### src/hw/rtl/clex_pkg.sv
// Shared types, constants and byte classes of the C-like token lexer.
package clex_pkg;

	localparam int LINE_BITS_DEF   = 16;
	localparam int COLUMN_BITS_DEF = 16;
	localparam int OFFSET_BITS_DEF = 24;
	localparam int FIFO_DEPTH      = 4;

	localparam logic [7:0] CH_NL    = 8'h0A;
	localparam logic [7:0] CH_US    = 8'h5F;
	localparam logic [7:0] CH_SLASH = 8'h2F;
	localparam logic [7:0] CH_STAR  = 8'h2A;
	localparam logic [7:0] CH_EQ    = 8'h3D;
	localparam logic [7:0] CH_AMP   = 8'h26;
	localparam logic [7:0] CH_PIPE  = 8'h7C;

	typedef enum logic [3:0] {
		M_IDLE, M_NUMBER, M_ZERO, M_IDENT, M_SLASH, M_LINE_CMT, M_BLOCK,
		M_BLOCK_STAR, M_LT, M_GT, M_EQ, M_BANG, M_AMP, M_PIPE, M_ERROR
	} lex_mode_t;

	typedef enum logic [4:0] {
		K_END = 5'd0, K_NUMBER = 5'd1, K_IDENT = 5'd2, K_PLUS = 5'd3,
		K_MINUS = 5'd4, K_STAR = 5'd5, K_SLASH = 5'd6, K_PERCENT = 5'd7,
		K_LT = 5'd8, K_LE = 5'd9, K_GT = 5'd10, K_GE = 5'd11,
		K_ASSIGN = 5'd12, K_EQ = 5'd13, K_NOT = 5'd14, K_NE = 5'd15,
		K_AND = 5'd16, K_OR = 5'd17, K_SEMI = 5'd18, K_COMMA = 5'd19,
		K_LPAREN = 5'd20, K_RPAREN = 5'd21, K_LBRACE = 5'd22,
		K_RBRACE = 5'd23, K_INVALID = 5'd24, K_ZERO_ERR = 5'd25,
		K_CMT_ERR = 5'd26
	} tok_kind_t;

	typedef struct packed {
		tok_kind_t   kind;
		logic [15:0] line;
		logic [15:0] column;
		logic [23:0] offset;
		logic [15:0] len;
		logic        last;
	} tok_t;

	function automatic logic is_digit(input logic [7:0] c);
		is_digit = (c >= 8'h30) && (c <= 8'h39);
	endfunction

	function automatic logic is_alpha(input logic [7:0] c);
		is_alpha = ((c >= 8'h61) && (c <= 8'h7A)) || ((c >= 8'h41) && (c <= 8'h5A))
			|| (c == CH_US);
	endfunction

	function automatic logic is_space(input logic [7:0] c);
		is_space = (c == 8'h20) || ((c >= 8'h09) && (c <= 8'h0D));
	endfunction

	// mode entered by a byte seen with nothing held; idle when it holds nothing
	function automatic lex_mode_t hold_mode(input logic [7:0] c);
		hold_mode = M_IDLE;
		case (c) inside
			8'h30:          hold_mode = M_ZERO;
			[8'h31:8'h39]:  hold_mode = M_NUMBER;
			[8'h61:8'h7A],
			[8'h41:8'h5A],
			CH_US:          hold_mode = M_IDENT;
			CH_SLASH:       hold_mode = M_SLASH;
			8'h3C:          hold_mode = M_LT;
			8'h3E:          hold_mode = M_GT;
			CH_EQ:          hold_mode = M_EQ;
			8'h21:          hold_mode = M_BANG;
			CH_AMP:         hold_mode = M_AMP;
			CH_PIPE:        hold_mode = M_PIPE;
			default:        hold_mode = M_IDLE;
		endcase
	endfunction

	function automatic tok_kind_t single_kind(input logic [7:0] c);
		case (c)
			8'h2B:   single_kind = K_PLUS;
			8'h2D:   single_kind = K_MINUS;
			CH_STAR: single_kind = K_STAR;
			8'h25:   single_kind = K_PERCENT;
			8'h3B:   single_kind = K_SEMI;
			8'h2C:   single_kind = K_COMMA;
			8'h28:   single_kind = K_LPAREN;
			8'h29:   single_kind = K_RPAREN;
			8'h7B:   single_kind = K_LBRACE;
			8'h7D:   single_kind = K_RBRACE;
			default: single_kind = K_INVALID;
		endcase
	endfunction

	function automatic tok_kind_t flush_kind(input lex_mode_t m);
		case (m)
			M_NUMBER, M_ZERO:     flush_kind = K_NUMBER;
			M_IDENT:              flush_kind = K_IDENT;
			M_SLASH:              flush_kind = K_SLASH;
			M_LT:                 flush_kind = K_LT;
			M_GT:                 flush_kind = K_GT;
			M_EQ:                 flush_kind = K_ASSIGN;
			M_BANG:               flush_kind = K_NOT;
			M_AMP, M_PIPE:        flush_kind = K_INVALID;
			M_BLOCK, M_BLOCK_STAR: flush_kind = K_CMT_ERR;
			default:              flush_kind = K_END;
		endcase
	endfunction

	function automatic tok_kind_t pair_kind(input lex_mode_t m);
		case (m)
			M_LT:    pair_kind = K_LE;
			M_GT:    pair_kind = K_GE;
			M_EQ:    pair_kind = K_EQ;
			M_BANG:  pair_kind = K_NE;
			M_AMP:   pair_kind = K_AND;
			M_PIPE:  pair_kind = K_OR;
			default: pair_kind = K_INVALID;
		endcase
	endfunction

	function automatic logic [7:0] pair_char(input lex_mode_t m);
		case (m)
			M_AMP:   pair_char = CH_AMP;
			M_PIPE:  pair_char = CH_PIPE;
			default: pair_char = CH_EQ;
		endcase
	endfunction

endpackage

### src/hw/rtl/clex_src_if.sv
// Source byte channel of the lexer.
interface clex_src_if;
	logic       valid;
	logic       ready;
	logic       kind;
	logic [7:0] source_byte;

	modport source (output valid, output kind, output source_byte, input ready);
	modport sink (input valid, input kind, input source_byte, output ready);
endinterface

### src/hw/rtl/clex_tok_if.sv
// Token result channel of the lexer.
interface clex_tok_if;
	logic        valid;
	logic        ready;
	logic [4:0]  token_kind;
	logic [15:0] first_line;
	logic [15:0] first_column;
	logic [23:0] start_offset;
	logic [15:0] token_length;
	logic        run_last;

	modport source (output valid, output token_kind, output first_line,
		output first_column, output start_offset, output token_length,
		output run_last, input ready);
	modport sink (input valid, input token_kind, input first_line,
		input first_column, input start_offset, input token_length,
		input run_last, output ready);
endinterface

### src/hw/rtl/c_like_token_lexer.sv
// Streaming lexer: source bytes in, position-tagged tokens out.
//
// src carries one source byte per item (kind 0) or an end-of-source marker
// (kind 1). tokens carries the tokens, each with kind, start line, start
// column, start offset and length; run_last marks the last token caused by
// one src item. An item causes zero, one or two tokens.
// A token caused by an item is written to the result queue when the item is
// accepted and is valid on tokens from the cycle after, at the earliest.
// Throughput: one src item per cycle while at least two queue entries are
// free and items cause at most one token each; the single tokens port moves
// one token per cycle, so items that cause two tokens fill the queue faster
// than it drains. The lexer state and counters update in the same cycle an
// item is accepted, and the tokens go into a four-entry result queue.
// Reset: lexer idle, line and column at one, offset zero, queue empty.
// Stall: the queue holds tokens while tokens.ready is low; src.ready drops
// when fewer than two queue entries are free and rises as tokens drain.
// After end of source, the line, column and offset counters are back at their reset values.
module c_like_token_lexer #(
	parameter int LINE_BITS   = clex_pkg::LINE_BITS_DEF,
	parameter int COLUMN_BITS = clex_pkg::COLUMN_BITS_DEF,
	parameter int OFFSET_BITS = clex_pkg::OFFSET_BITS_DEF
) (
	input logic       clk,
	input logic       arst_n,
	clex_src_if.sink  src,
	clex_tok_if.source tokens
);

	localparam int LW    = (LINE_BITS > 16) ? LINE_BITS : 16;
	localparam int CW    = (COLUMN_BITS > 16) ? COLUMN_BITS : 16;
	localparam int OW    = (OFFSET_BITS > 24) ? OFFSET_BITS : 24;
	localparam int DEPTH = clex_pkg::FIFO_DEPTH;
	localparam int PTR_W = $clog2(DEPTH);
	localparam int CNT_W = $clog2(DEPTH + 1);

	function automatic logic [15:0] sat_line(input logic [LINE_BITS-1:0] v);
		logic [LW-1:0] w;
		w = LW'(v);
		sat_line = (w > LW'(16'hFFFF)) ? 16'hFFFF : w[15:0];
	endfunction

	function automatic logic [15:0] sat_col(input logic [COLUMN_BITS-1:0] v);
		logic [CW-1:0] w;
		w = CW'(v);
		sat_col = (w > CW'(16'hFFFF)) ? 16'hFFFF : w[15:0];
	endfunction

	function automatic logic [23:0] sat_off(input logic [OFFSET_BITS-1:0] v);
		logic [OW-1:0] w;
		w = OW'(v);
		sat_off = (w > OW'(24'hFFFFFF)) ? 24'hFFFFFF : w[23:0];
	endfunction

	clex_pkg::lex_mode_t    mode_q, mode_d;
	logic [LINE_BITS-1:0]   line_q, line_d, tline_q, tline_d;
	logic [COLUMN_BITS-1:0] col_q, col_d, tcol_q, tcol_d;
	logic [OFFSET_BITS-1:0] pos_q, pos_d, toff_q, toff_d;
	logic [15:0]            tlen_q, tlen_d, tlen_inc, hlen;

	clex_pkg::tok_t         fifo_q [DEPTH];
	logic [PTR_W-1:0]       wr_ptr_q, rd_ptr_q, wr_ptr1;
	logic [CNT_W-1:0]       count_q;

	logic                   acc, pop;
	logic [7:0]             c;
	logic                   emit_h, disp, d_space, d_emit, is_pair;
	clex_pkg::lex_mode_t    d_mode;
	clex_pkg::tok_kind_t    hkind, fkind;
	clex_pkg::tok_t         held, cur, eos_tok, res0, res1;
	logic [1:0]             n_res;

	assign c        = src.source_byte;
	assign acc      = src.valid && src.ready;
	assign pop      = tokens.valid && tokens.ready;
	assign src.ready = (count_q <= CNT_W'(DEPTH - 2));
	assign tlen_inc = (tlen_q == 16'hFFFF) ? tlen_q : tlen_q + 16'd1;
	assign d_mode   = clex_pkg::hold_mode(c);
	assign d_space  = clex_pkg::is_space(c);
	assign d_emit   = !d_space && (d_mode == clex_pkg::M_IDLE);
	assign fkind    = clex_pkg::flush_kind(mode_q);
	assign is_pair  = (c == clex_pkg::pair_char(mode_q));
	assign wr_ptr1  = wr_ptr_q + PTR_W'(1);

	always_comb begin
		held = '{kind: clex_pkg::K_END, line: sat_line(tline_q), column: sat_col(tcol_q),
			offset: sat_off(toff_q), len: tlen_q, last: 1'b0};
		cur = '{kind: clex_pkg::single_kind(c), line: sat_line(line_q),
			column: sat_col(col_q), offset: sat_off(pos_q), len: 16'd1, last: 1'b0};
		eos_tok = '{kind: clex_pkg::K_END, line: sat_line(line_q),
			column: sat_col(col_q), offset: sat_off(pos_q), len: 16'd0, last: 1'b1};
	end

	always_comb begin
		mode_d  = mode_q;
		tline_d = tline_q;
		tcol_d  = tcol_q;
		toff_d  = toff_q;
		tlen_d  = tlen_q;
		emit_h  = 1'b0;
		hkind   = clex_pkg::K_END;
		hlen    = tlen_q;
		disp    = 1'b0;
		res0    = cur;
		res1    = cur;
		n_res   = 2'd0;
		line_d  = line_q;
		col_d   = col_q;
		pos_d   = pos_q;
		if (src.kind) begin
			hkind = fkind;
			if (fkind != clex_pkg::K_END) begin
				res0      = held;
				res0.kind = hkind;
				res0.len  = hlen;
				res1      = eos_tok;
				n_res     = 2'd2;
			end else begin
				res0  = eos_tok;
				n_res = 2'd1;
			end
			mode_d  = clex_pkg::M_IDLE;
			line_d  = LINE_BITS'(1);
			col_d   = COLUMN_BITS'(1);
			pos_d   = '0;
			tline_d = LINE_BITS'(1);
			tcol_d  = COLUMN_BITS'(1);
			toff_d  = '0;
			tlen_d  = 16'd0;
		end else begin
			case (mode_q)
				clex_pkg::M_NUMBER, clex_pkg::M_IDENT: begin
					if (clex_pkg::is_digit(c)
							|| (mode_q == clex_pkg::M_IDENT && clex_pkg::is_alpha(c))) begin
						tlen_d = tlen_inc;
					end else begin
						emit_h = 1'b1;
						hkind  = (mode_q == clex_pkg::M_NUMBER) ? clex_pkg::K_NUMBER
							: clex_pkg::K_IDENT;
						disp   = 1'b1;
					end
				end
				clex_pkg::M_ZERO: begin
					emit_h = 1'b1;
					if (clex_pkg::is_digit(c)) begin
						hkind  = clex_pkg::K_ZERO_ERR;
						hlen   = 16'd2;
						tlen_d = 16'd2;
						mode_d = clex_pkg::M_ERROR;
					end else begin
						hkind = clex_pkg::K_NUMBER;
						disp  = 1'b1;
					end
				end
				clex_pkg::M_SLASH: begin
					if (c == clex_pkg::CH_SLASH) begin
						mode_d = clex_pkg::M_LINE_CMT;
					end else if (c == clex_pkg::CH_STAR) begin
						tlen_d = 16'd2;
						mode_d = clex_pkg::M_BLOCK;
					end else begin
						emit_h = 1'b1;
						hkind  = clex_pkg::K_SLASH;
						disp   = 1'b1;
					end
				end
				clex_pkg::M_LINE_CMT: begin
					if (c == clex_pkg::CH_NL) begin
						mode_d = clex_pkg::M_IDLE;
					end
				end
				clex_pkg::M_BLOCK, clex_pkg::M_BLOCK_STAR: begin
					tlen_d = tlen_inc;
					if (mode_q == clex_pkg::M_BLOCK_STAR && c == clex_pkg::CH_SLASH) begin
						mode_d = clex_pkg::M_IDLE;
					end else if (c == clex_pkg::CH_STAR) begin
						mode_d = clex_pkg::M_BLOCK_STAR;
					end else begin
						mode_d = clex_pkg::M_BLOCK;
					end
				end
				clex_pkg::M_LT, clex_pkg::M_GT, clex_pkg::M_EQ, clex_pkg::M_BANG,
				clex_pkg::M_AMP, clex_pkg::M_PIPE: begin
					emit_h = 1'b1;
					if (is_pair) begin
						hkind  = clex_pkg::pair_kind(mode_q);
						hlen   = 16'd2;
						tlen_d = 16'd2;
						mode_d = clex_pkg::M_IDLE;
					end else begin
						hkind = fkind;
						disp  = 1'b1;
					end
				end
				clex_pkg::M_ERROR: begin
				end
				default: begin
					disp = 1'b1;
				end
			endcase
			if (disp) begin
				mode_d = clex_pkg::M_IDLE;
				if (!d_space && d_mode != clex_pkg::M_IDLE) begin
					mode_d  = d_mode;
					tline_d = line_q;
					tcol_d  = col_q;
					toff_d  = pos_q;
					tlen_d  = 16'd1;
				end
			end
			if (emit_h) begin
				res0      = held;
				res0.kind = hkind;
				res0.len  = hlen;
				n_res     = (disp && d_emit) ? 2'd2 : 2'd1;
			end else if (disp && d_emit) begin
				n_res = 2'd1;
			end
			if (n_res == 2'd2) begin
				res1.last = 1'b1;
			end else begin
				res0.last = 1'b1;
			end
			pos_d = (pos_q == '1) ? pos_q : pos_q + OFFSET_BITS'(1);
			if (c == clex_pkg::CH_NL) begin
				line_d = (line_q == '1) ? line_q : line_q + LINE_BITS'(1);
				col_d  = COLUMN_BITS'(1);
			end else begin
				col_d = (col_q == '1) ? col_q : col_q + COLUMN_BITS'(1);
			end
		end
	end

	always_ff @(posedge clk or negedge arst_n) begin
		if (!arst_n) begin
			mode_q  <= clex_pkg::M_IDLE;
			line_q  <= LINE_BITS'(1);
			col_q   <= COLUMN_BITS'(1);
			pos_q   <= '0;
			tline_q <= LINE_BITS'(1);
			tcol_q  <= COLUMN_BITS'(1);
			toff_q  <= '0;
			tlen_q  <= 16'd0;
		end else if (acc) begin
			mode_q  <= mode_d;
			line_q  <= line_d;
			col_q   <= col_d;
			pos_q   <= pos_d;
			tline_q <= tline_d;
			tcol_q  <= tcol_d;
			toff_q  <= toff_d;
			tlen_q  <= tlen_d;
		end
	end

	always_ff @(posedge clk) begin
		if (acc && n_res != 2'd0) begin
			fifo_q[wr_ptr_q] <= res0;
			if (n_res == 2'd2) begin
				fifo_q[wr_ptr1] <= res1;
			end
		end
	end

	always_ff @(posedge clk or negedge arst_n) begin
		if (!arst_n) begin
			wr_ptr_q <= '0;
			rd_ptr_q <= '0;
			count_q  <= '0;
		end else begin
			if (acc) begin
				wr_ptr_q <= wr_ptr_q + PTR_W'(n_res);
			end
			if (pop) begin
				rd_ptr_q <= rd_ptr_q + PTR_W'(1);
			end
			count_q <= count_q + (acc ? CNT_W'(n_res) : CNT_W'(0)) - CNT_W'(pop);
		end
	end

	assign tokens.valid        = (count_q != '0);
	assign tokens.token_kind   = fifo_q[rd_ptr_q].kind;
	assign tokens.first_line   = fifo_q[rd_ptr_q].line;
	assign tokens.first_column = fifo_q[rd_ptr_q].column;
	assign tokens.start_offset = fifo_q[rd_ptr_q].offset;
	assign tokens.token_length = fifo_q[rd_ptr_q].len;
	assign tokens.run_last     = fifo_q[rd_ptr_q].last;

`ifndef NO_ASSERTIONS
	a_count_range: assert property (@(posedge clk) disable iff (!arst_n)
		count_q <= CNT_W'(DEPTH))
		else $error("result queue count out of range");

	a_partner_queued: assert property (@(posedge clk) disable iff (!arst_n)
		tokens.valid && !tokens.run_last |-> count_q >= CNT_W'(2))
		else $error("non-last token without its partner in the queue");

	a_end_is_last: assert property (@(posedge clk) disable iff (!arst_n)
		tokens.valid && tokens.token_kind == clex_pkg::K_END |-> tokens.run_last)
		else $error("end token not marked last");

	a_eos_resets: assert property (@(posedge clk) disable iff (!arst_n)
		acc && src.kind |=> mode_q == clex_pkg::M_IDLE && line_q == LINE_BITS'(1)
			&& pos_q == '0)
		else $error("state not back at reset after end of source");
`endif

endmodule
### src/flat_wrapper.sv
// flat-port wrapper written by rule: the top's interface ports become plain ports
module c_like_token_lexer_flat 
#(
	parameter int LINE_BITS   = clex_pkg::LINE_BITS_DEF,
	parameter int COLUMN_BITS = clex_pkg::COLUMN_BITS_DEF,
	parameter int OFFSET_BITS = clex_pkg::OFFSET_BITS_DEF
)
  (clk, arst_n, src_valid, src_kind, src_source_byte, src_ready, tokens_valid, tokens_token_kind, tokens_first_line, tokens_first_column, tokens_start_offset, tokens_token_length, tokens_run_last, tokens_ready);
  clex_src_if src_i ();
  clex_tok_if tokens_i ();
  input logic clk;
  input logic arst_n;
  input wire logic [$bits(src_i.valid)-1:0] src_valid;
  input wire logic [$bits(src_i.kind)-1:0] src_kind;
  input wire logic [$bits(src_i.source_byte)-1:0] src_source_byte;
  output wire logic [$bits(src_i.ready)-1:0] src_ready;
  output wire logic [$bits(tokens_i.valid)-1:0] tokens_valid;
  output wire logic [$bits(tokens_i.token_kind)-1:0] tokens_token_kind;
  output wire logic [$bits(tokens_i.first_line)-1:0] tokens_first_line;
  output wire logic [$bits(tokens_i.first_column)-1:0] tokens_first_column;
  output wire logic [$bits(tokens_i.start_offset)-1:0] tokens_start_offset;
  output wire logic [$bits(tokens_i.token_length)-1:0] tokens_token_length;
  output wire logic [$bits(tokens_i.run_last)-1:0] tokens_run_last;
  input wire logic [$bits(tokens_i.ready)-1:0] tokens_ready;
  assign src_i.valid = src_valid;
  assign src_i.kind = src_kind;
  assign src_i.source_byte = src_source_byte;
  assign src_ready = src_i.ready;
  assign tokens_valid = tokens_i.valid;
  assign tokens_token_kind = tokens_i.token_kind;
  assign tokens_first_line = tokens_i.first_line;
  assign tokens_first_column = tokens_i.first_column;
  assign tokens_start_offset = tokens_i.start_offset;
  assign tokens_token_length = tokens_i.token_length;
  assign tokens_run_last = tokens_i.run_last;
  assign tokens_i.ready = tokens_ready;
  c_like_token_lexer #(.LINE_BITS(LINE_BITS), .COLUMN_BITS(COLUMN_BITS), .OFFSET_BITS(OFFSET_BITS)) u_core (.clk(clk), .arst_n(arst_n), .src(src_i), .tokens(tokens_i));
endmodule
### config.mk
export PLATFORM = sky130hd
export DESIGN_NAME = c_like_token_lexer_flat
export DESIGN_NICKNAME = d
export VERILOG_FILES = /design/src/hw/rtl/clex_pkg.sv /design/src/hw/rtl/clex_src_if.sv /design/src/hw/rtl/clex_tok_if.sv /design/src/hw/rtl/c_like_token_lexer.sv /design/src/flat_wrapper.sv
export SDC_FILE = /design/constraint.sdc
export NUM_CORES = 1
export LEC_CHECK = 0
export BUFFER_PORTS_ARGS = -buffer_cell sky130_fd_sc_hd__buf_2
export CAP_MARGIN = 20
export CORE_MARGIN = 10
export CORE_UTILIZATION = 48
export DETAILED_ROUTE_END_ITERATION = 8
export SKIP_LAST_GASP = 1
export SLEW_MARGIN = 10
export SYNTH_ARGS = -nofsm -noshare
export SYNTH_HDL_FRONTEND = slang
export SYNTH_SLANG_ARGS = --single-unit
### constraint.sdc
create_clock -name clk -period 6.2 [get_ports clk]
set_clock_uncertainty 0.15 [all_clocks]
set_input_delay 1.86 -clock clk [delete_from_list [all_inputs] [get_ports clk]]
set_output_delay 1.86 -clock clk [all_outputs]
set_load 0.01 [all_outputs]
==> out/metrics.yaml, run 1 <==
period_minus_slack_ns: 5.299
synthFlopType: "edfxtp_1"
ant_nets: 0
path_clk_slew_ns: 0.06
final_nets: 1903
wirelength_um: 63770
power_frac_comb_pct: 32.4
grt_overflow: 0
antenna_found_initial: 0
grt_util_all_layers_pct: 22.25
dr_total_vias: 16214
synth_top_area_share_pct: 33.26
drv_slew: 0
grt_pass1_wl_um: 98470
synth_fp_nets: 1900
synth_cell_types: 86
initial_utilization_pct: 48.66
synth_edf_count: 252
cts_buffers: 49
syn_area_per_cell_um2: 12.15
arrival_ns: 5.59
endpoint_kind: "flop"
fin_total_pwr_mw: 10.27
synth_top_area_cell: "edfxtp_1"
status: "finished clean"
area.growth.synth_to_final_pct: 11.25
grt_pass1_vias: 16200
fp.dieW_um: 237.7
grt_max_degree: 75
place.port_buffers: 92
period_share_pct: 85.46
root_buffer: "clkbuf_16"
worstMarginPinSlew_ns: 0.9178
cts_tree: "done"
worstPathMaxFanout: 20
clock_path_buffers: 3
rsz0062_at_grt: "false"
yosys-top-cells-area: "edfxtp_1, dfrtp_1, a22o_1"
netlist_instances: 1873
synth_area_mm2: 0.02275
max-cap-violations: 0
seq_area_frac_synth_pct: 53.86
clk_latency_ns: 0.59
hold_viol: 0
finalSetupTns_ns: 0
cts_max_level: 2
fmax_mhz: 188.7
yosysMostFrequentCell: "a22o_1"
synthTopCellsByCount: "a22o_1, edfxtp_1, dfrtp_1"
power_frac_seq_pct: 39.6
switchingPower_mw: 3.631
slew_headroom_pct: 38.34
dr.pass1.iters: 5
cts_sinks: 451
min_path_type: "flop to flop"
dp_hpwl_um: 36970
ys_seq_elements: 451
die_y_um: 237.7
peakVddDrop_mv: 0.2102
post-cts-setup-buffer-count: 0
start_kind: "primary input"
core_area_mm2: 0.04675
wl_per_cell_um: 25.27
crit_type: "primary input to flop"
cts_resized: 0
power.share.switching_pct: 35.36
post-route-drc-count: 0
num_rows: 79
required_ns: 6.50
intPower_mw: 6.638
p_per_area_mw_per_mm2: 405.7
detail_route.vias_per_cell: 6.424
insertedDiodeCount: 0
io_pins: 93
place.gp.congestion: 0.8818
async_flop_share_pct: 30.82
dieArea_mm2: 0.05650
drt-initial-drc-count: 1478
setup_violations: 0
ys_warn_count: 0
clockPowerShare_pct: 28.1
postCtsHoldBufs: 0
p_leak_nw: 9.244
drive_gt1_share_pct: 18.99
## power groups by stage
stage / combinational [mW] / sequential [mW] / clock [mW]
after floorplan: 2.32 / 3.84 / 0
after global placement: 3.34 / 4.10 / 0
after detailed placement: 3.36 / 4.12 / 0
after CTS: 3.37 / 4.06 / 2.92
after global routing: 3.59 / 4.12 / 3.05
final: 3.32 / 4.06 / 2.88
## per-stage QoR
stage          hold slack (ns)  util, %  worst slack (ns)  instances  instance area (µm²)
2_1_floorplan           0.2883        -           0.07807       1873                22760
3_3_place_gp            0.3041    50.75            0.3107       2431                23730
3_5_place_dp            0.3100    50.75            0.3029       2431                23730
4_1_cts                 0.3259    54.12            0.9098       2523                25300
5_1_grt                 0.3418    54.13            0.5108       2524                25310
6_report                0.3236    54.13            0.9014       2524                25310
## final timing paths
path                                     start                    to  depth (start not counted)  slack [ns]
min in group asynchronous               arst_n     u_core.tlen_q[13]                          1        1.12
min reg2reg                u_core.fifo_q[3][8]   u_core.fifo_q[3][8]                          1        0.32
max                         src_source_byte[4]  u_core.fifo_q[1][32]                         14        0.90
max in group asynchronous               arst_n      u_core.line_q[0]                          2        3.83
min                        u_core.fifo_q[3][8]   u_core.fifo_q[3][8]                          1        0.32
max reg2reg                   u_core.mode_q[1]  u_core.fifo_q[1][32]                         15        1.12
## layout make-up
type,instances,area (µm²)
inverter,36,150.1
clock inverter,11,85.08
fill,3990,21440
clock buffer,81,1490
tap,607,759.5
multi-input combinational,1184,9373
timing repair buffer,154,1192
sequential,451,12260
## worst max-delay path: stages
cell and delay [ns]:
buf_2 0.25, nand2_1 0.14, nor3_1 0.47, nor2_1 0.15
nor4_1 0.41, nand2_1 0.11, nor2_1 0.22, ha_1 0.18
nor2_1 0.08, a21o_1 0.29, or2_2 0.35, nor2_4 0.63
buf_12 0.27, a22o_1 0.16
## layer usage
metal  vias to the layer above  wire [µm]  GRT usage [%]
li1                       7284          -              -
met3                        68       4420          4.385
met4                         0        951          4.778
met5                         -          0              0
met1                      8238      26930          29.35
met2                       624      31470          37.45
## registers in the layout, summed over array words and instances, names as in the netlist
register	count
u_core.count_q	3
u_core.tline_q	16
u_core.fifo_q	312
u_core.wr_ptr_q	2
u_core.tlen_q	16
u_core.tcol_q	16
u_core.col_q	16
u_core.mode_q	4
u_core.toff_q	24
u_core.rd_ptr_q	2
u_core.pos_q	24
u_core.line_q	16
## cell families after synthesis
logic type | after synthesis | share of synthesized area (%)
simple gates | 432 | 9.432
xor+xnor | 54 | 2.079
fa+ha+maj | 14 | 0.8030
compound gates | 599 | 20.50
flops | 451 | 53.86
mux | 85 | 8.101
buf+inv | 238 | 5.230
## cell usage in the layout, fill, tap and decap left out, types with 40 or more instances in the layout
| master | synthesis | routed |
|---|---|---|
| nand2_1 | 129 | 128 |
| dfxtp_1 | 60 | 60 |
| edfxtp_1 | 252 | 252 |
| buf_4 | 10 | 40 |
| nor2_1 | 108 | 107 |
| dfrtp_1 | 135 | 133 |
| clkbuf_16 | 0 | 52 |
| nand3_1 | 43 | 43 |
| o21ai_1 | 45 | 42 |
| a22o_1 | 289 | 289 |
| buf_2 | 57 | 91 |
| a22oi_1 | 59 | 59 |
| mux4_2 | 78 | 78 |
| o21ai_0 | 62 | 62 |
Power figures use the tool's default switching activity.
==> inputs of run 2 (changes only) <==
--- a/config.mk
+++ b/config.mk
@@ -7,6 +7,7 @@
 export LEC_CHECK = 0
 export BUFFER_PORTS_ARGS = -buffer_cell sky130_fd_sc_hd__buf_2
 export CAP_MARGIN = 20
+export CORE_ASPECT_RATIO = 2
 export CORE_MARGIN = 10
 export CORE_UTILIZATION = 48
 export DETAILED_ROUTE_END_ITERATION = 8
==> out/metrics.yaml, run 2 (synthesis results as in run 1) <==
grt_pass1_vias: 17194
period_minus_slack_ns: 5.246
p_per_area_mw_per_mm2: 394.6
crit_type: "primary input to flop"
grt_max_degree: 64
antenna_found_initial: 0
regMostFlops: "u_core.fifo_q"
status: "finished clean"
post-route-drc-count: 0
finalSetupTns_ns: 0
rsz0062_at_grt: "false"
drv_slew: 0
path_clk_slew_ns: 0.06
cts_buffers: 41
r2r-end: "u_core.fifo_q[3][52]"
max-cap-violations: 0
fillers: 4099
final_area_mm2: 0.02513
reg_top3: "u_core.fifo_q x312, u_core.pos_q x24, u_core.toff_q x24"
layout_setup_ws_ns: 0.9536
mostFrequentLayoutCell: "a22o_1"
hold_end: "u_core.fifo_q[1][7]"
clock_path_buffers: 3
area.growth.synth_to_final_pct: 10.47
pre_cts_ws_ns: 0.4319
largest_reg_flops: 312
die_y_um: 327.9
drt-initial-drc-count: 1344
postCtsHoldBufs: 0
post_dp_cell_area_mm2: 0.02383
root_buffer: "clkbuf_16"
p_leak_nw: 9.174
dr.pass1.iters: 6
detail_route.vias_per_cell: 6.427
wl_met2_um: 37630
fin_total_pwr_mw: 9.916
dr_total_vias: 16318
wl_per_cell_um: 26.33
holdWs_ns: 0.3255
ff2ff_path_depth: 15
drt-met1-wl_um: 23120
worstPathMaxFanout: 22
cts_resized: 0
dp_hpwl_um: 43090
drive_gt1_share_pct: 19.25
cts_sinks: 451
final_cell_mix: "a22o_1, edfxtp_1, dfrtp_1, nand2_1, nor2_1"
fmax_mhz: 190.6
min_from: "u_core.fifo_q[1][7]"
final_nets: 1906
required_ns: 6.36
holdPathStages: 1
ant_nets: 0
initial_utilization_pct: 48.60
num_rows: 112
period_share_pct: 84.62
peakVddDrop_mv: 0.5665
core_area_mm2: 0.04680
io_pins: 93
cts_tree: "done"
placed_cells: 2463
insertedDiodeCount: 0
grt_pass1_wl_um: 102100
grt_overflow: 0
final_core_util_pct: 53.69
worstMarginPinSlew_ns: 1.042
grt_util_all_layers_pct: 22.94
worst_r2r_startpoint: "u_core.mode_q[1]"
min_path_type: "flop to flop"
post-cts-setup-buffer-count: 0
start_kind: "primary input"
dieArea_mm2: 0.05703
place.port_buffers: 92
setup_violations: 0
slew_headroom_pct: 29.59
r2r_setup_slack_ns: 1.14
fin_cells: 2539
hold_viol: 0
wl_met3_um: 3228
fp.dieW_um: 173.9
clk_latency_ns: 0.57
highest_layer: "met4"
wirelength_um: 66850
cts_max_level: 2
arrival_ns: 5.40
place.gp.congestion: 0.9264
endpoint_kind: "flop"
==> run 2: cell count changes in the layout (fill, tap and decap cells not counted), sizes merged <==
cell    delta
inv        -1
buf       +12
bufinv     -1
clkbuf    -21
clkinv     +6
==> run 2: power breakdown <==
group	internal, mW	leakage (nW)	switching [mW]	total [mW]
combinational	1.33	3.84	2.02	3.35
clock	1.35	0.643	1.14	2.49
sequential	3.63	4.69	0.450	4.08
total	6.31	9.17	3.61	9.92
==> run 2: critical path, cell delays in order <==
cell and delay, ns:
buf_2 0.26, buf_4 0.24, a21oi_1 0.07, nor3_1 0.38, nor2_1 0.14, nor4_1 0.43, nand2_1 0.11, nor2_1 0.13
ha_1 0.24, nor2_1 0.27, a21o_1 0.28, nor2_1 0.11, nor2_1 0.22, clkinvlp_4 0.35, buf_12 0.28
==> run 2: worst max path at each step <==
stage	start	end	slack, ns	cells past startpoint
global route	src_source_byte[0]	u_core.fifo_q[3][45]	0.63	14
detailed placement	src_source_byte[0]	u_core.fifo_q[3][67]	0.43	14
global placement	src_source_byte[0]	u_core.fifo_q[3][67]	0.46	14
finish	src_source_byte[2]	u_core.fifo_q[3][52]	0.95	15
CTS	src_source_byte[0]	u_core.fifo_q[3][45]	1.03	14
floorplan	src_source_byte[6]	u_core.fifo_q[0][0]	0.08	14
==> run 2: cell type report <==
class | count | area, µm² | area share [%]
tap | 627 | 784.5 | 3.122
timing repair buffer | 165 | 1265 | 5.034
clock buffer | 61 | 1194 | 4.750
sequential | 451 | 12260 | 48.78
clock inverter | 15 | 105.1 | 0.4182
inverter | 36 | 150.1 | 0.5975
multi-input combinational | 1184 | 9373 | 37.30
==> run 2: metal layers <==
layer	up-vias	GRT usage, %
li1	7265	-
met1	8281	23.52
met2	594	44.58
met3	178	3.011
met4	0	10.86
met5	-	0
==> inputs of run 3 (changes only) <==
--- a/config.mk
+++ b/config.mk
@@ -5,6 +5,7 @@
 export SDC_FILE = /design/constraint.sdc
 export NUM_CORES = 1
 export LEC_CHECK = 0
+export ABC_AREA = 1
 export BUFFER_PORTS_ARGS = -buffer_cell sky130_fd_sc_hd__buf_2
 export CAP_MARGIN = 20
 export CORE_ASPECT_RATIO = 2
==> constraint.sdc (replaced) <==
create_clock -name clk -period 5.3 [get_ports clk]
set_clock_uncertainty 0.15 [all_clocks]
set_input_delay 1.59 -clock clk [delete_from_list [all_inputs] [get_ports clk]]
set_output_delay 1.59 -clock clk [all_outputs]
set_load 0.01 [all_outputs]
==> out/metrics.yaml, run 3 <==
status: "finished clean"
worst_r2r_startpoint: "u_core.mode_q[1]"
peakVddDrop_mv: 0.3379
hold_end: "u_core.fifo_q[1][5]"
area.growth.synth_to_final_pct: 11.18
cts_max_level: 2
period_share_pct: 86.93
synthTopCellsByCount: "nand2_1, nor2_1, edfxtp_1"
seq_area_frac_synth_pct: 51.10
synth_top_area_share_pct: 31.56
cts_tree: "done"
grt_pass1_vias: 21731
hold_viol: 0
min_path_type: "flop to flop"
setup_violations: 0
dp_hpwl_um: 53720
synthFlopType: "edfxtp_1"
synth_fp_nets: 2902
yosys-top-cells-area: "edfxtp_1, dfrtp_1, nand2_1"
arrival_ns: 2.87
initial_utilization_pct: 48.58
r2r-end: "u_core.count_q[2]"
antenna_found_initial: 0
grt_util_all_layers_pct: 26.71
root_buffer: "clkbuf_16"
place.port_buffers: 92
grt_max_degree: 87
ant_nets: 0
slew_headroom_pct: 28.86
crit_type: "flop to output pin"
fmax_mhz: 217.0
postCtsHoldBufs: 0
ys_warn_count: 0
yosysMostFrequentCell: "nand2_1"
netlist_instances: 2875
grt_pass1_wl_um: 124600
synth_edf_count: 252
cts_buffers: 42
regMostFlops: "u_core.fifo_q"
rsz0062_at_grt: "false"
die_y_um: 336.1
synth_area_mm2: 0.02398
async_flop_share_pct: 30.82
drv_slew: 0
min_from: "u_core.fifo_q[1][5]"
path_clk_slew_ns: 0.07
r2r_setup_slack_ns: 0.99
dieArea_mm2: 0.05984
wirelength_um: 80990
io_pins: 93
highest_layer: "met4"
post-cts-setup-buffer-count: 0
required_ns: 3.56
drt-initial-drc-count: 1827
max-cap-violations: 0
final_nets: 2913
place.gp.congestion: 0.9400
fp.dieW_um: 178.0
p_leak_nw: 10.31
syn_area_per_cell_um2: 8.340
cts_resized: 0
clock_path_buffers: 3
grt_overflow: 0
detail_route.vias_per_cell: 6.074
wl_met3_um: 4659
start_kind: "flop"
post-route-drc-count: 0
finalSetupTns_ns: 0
placed_cells: 3485
wl_met2_um: 43520
wl_per_cell_um: 22.73
synth_top_area_cell: "edfxtp_1"
cts_sinks: 451
p_per_area_mw_per_mm2: 567.0
drive_gt1_share_pct: 11.13
period_minus_slack_ns: 4.607
largest_reg_flops: 312
worstPathMaxFanout: 44
dr.pass1.iters: 5
synth_cell_types: 48
clk_latency_ns: 0.57
drt-met1-wl_um: 29040
ys_seq_elements: 451
holdPathStages: 2
worstMarginPinSlew_ns: 1.067
reg_top3: "u_core.fifo_q x312, u_core.pos_q x24, u_core.toff_q x24"
ff2ff_path_depth: 22
fin_cells: 3563
final_cell_mix: "nand2_1, nor2_1, edfxtp_1, o21ai_0, o22ai_1"
num_rows: 115
endpoint_kind: "output pin"
core_area_mm2: 0.04935
mostFrequentLayoutCell: "nand2_1"
dr_total_vias: 21642
insertedDiodeCount: 0
run 3: layer usage:
| layer | vias to the layer above | track usage (%) |
|---|---|---|
| met3 | 231 | 3.054 |
| met1 | 10525 | 28.92 |
| li1 | 10020 | - |
| met2 | 866 | 49.68 |
| met5 | - | 0 |
| met4 | 0 | 13.39 |
run 3: worst max path at each step:
stage | startpoint | end | slack (ns) | cells after the start
after floorplan | src_source_byte[3] | u_core.fifo_q[0][0] | 0.06 | 19
final | u_core.rd_ptr_q[0] | tokens_start_offset[3] | 0.69 | 5
after CTS | u_core.rd_ptr_q[0] | tokens_start_offset[3] | 0.69 | 5
after global routing | src_source_byte[0] | u_core.count_q[2] | 0.38 | 17
after global placement | src_source_byte[0] | u_core.count_q[2] | 0.14 | 17
after detailed placement | src_source_byte[0] | u_core.count_q[2] | 0.13 | 16
run 3: logic make-up (layout without fill, tap and decap cells):
logic type	count (synthesis)	in the layout	synth area share, %
AO/OA/AOI/OAI	777	777	18.57
buffers and inverters	433	478	7.608
XOR/XNOR	28	28	1.023
flip-flops	451	451	51.10
AND/OR/NAND/NOR	1172	1172	20.94
adder cells (fa/ha/maj)	14	14	0.7619
run 3: critical path: stages, from the launching register on:
cell and delay (ns):
dfrtp_4 0.68, inv_4 0.49, buf_4 0.40, o21ai_0 0.12, o22ai_1 0.35, buf_2 0.22
run 3: report_power, final:
group          switching, mW  total (mW)  internal [mW]
registers              0.448        4.87           4.42
clock network           1.37        3.36           1.99
logic                   4.92        6.89           1.97
run 3: area by class of cell:
cell class,instances,area [µm²]
clock buffers,60,1252
clock inverters,18,269.0
fillers,4598,22700
inverters,242,910.9
multi-input cells,1991,9940
flip-flops and latches,451,12260
well taps,643,804.5
repair buffers,158,1225
run 3: through the flow:
step	util (%)	hold WS [ns]	area, µm²	setup slack [ns]	total power, mW
2_1_floorplan	-	0.2893	23990	0.06251	9.279
4_1_cts	54.01	0.3135	26660	0.6923	15.15
5_1_grt	54.01	0.3361	26660	0.3790	16.00
6_report	54.01	0.3120	26660	0.6927	15.12
3_3_place_gp	50.93	0.2980	25140	0.1418	11.66
3_5_place_dp	50.93	0.3042	25140	0.1327	11.80
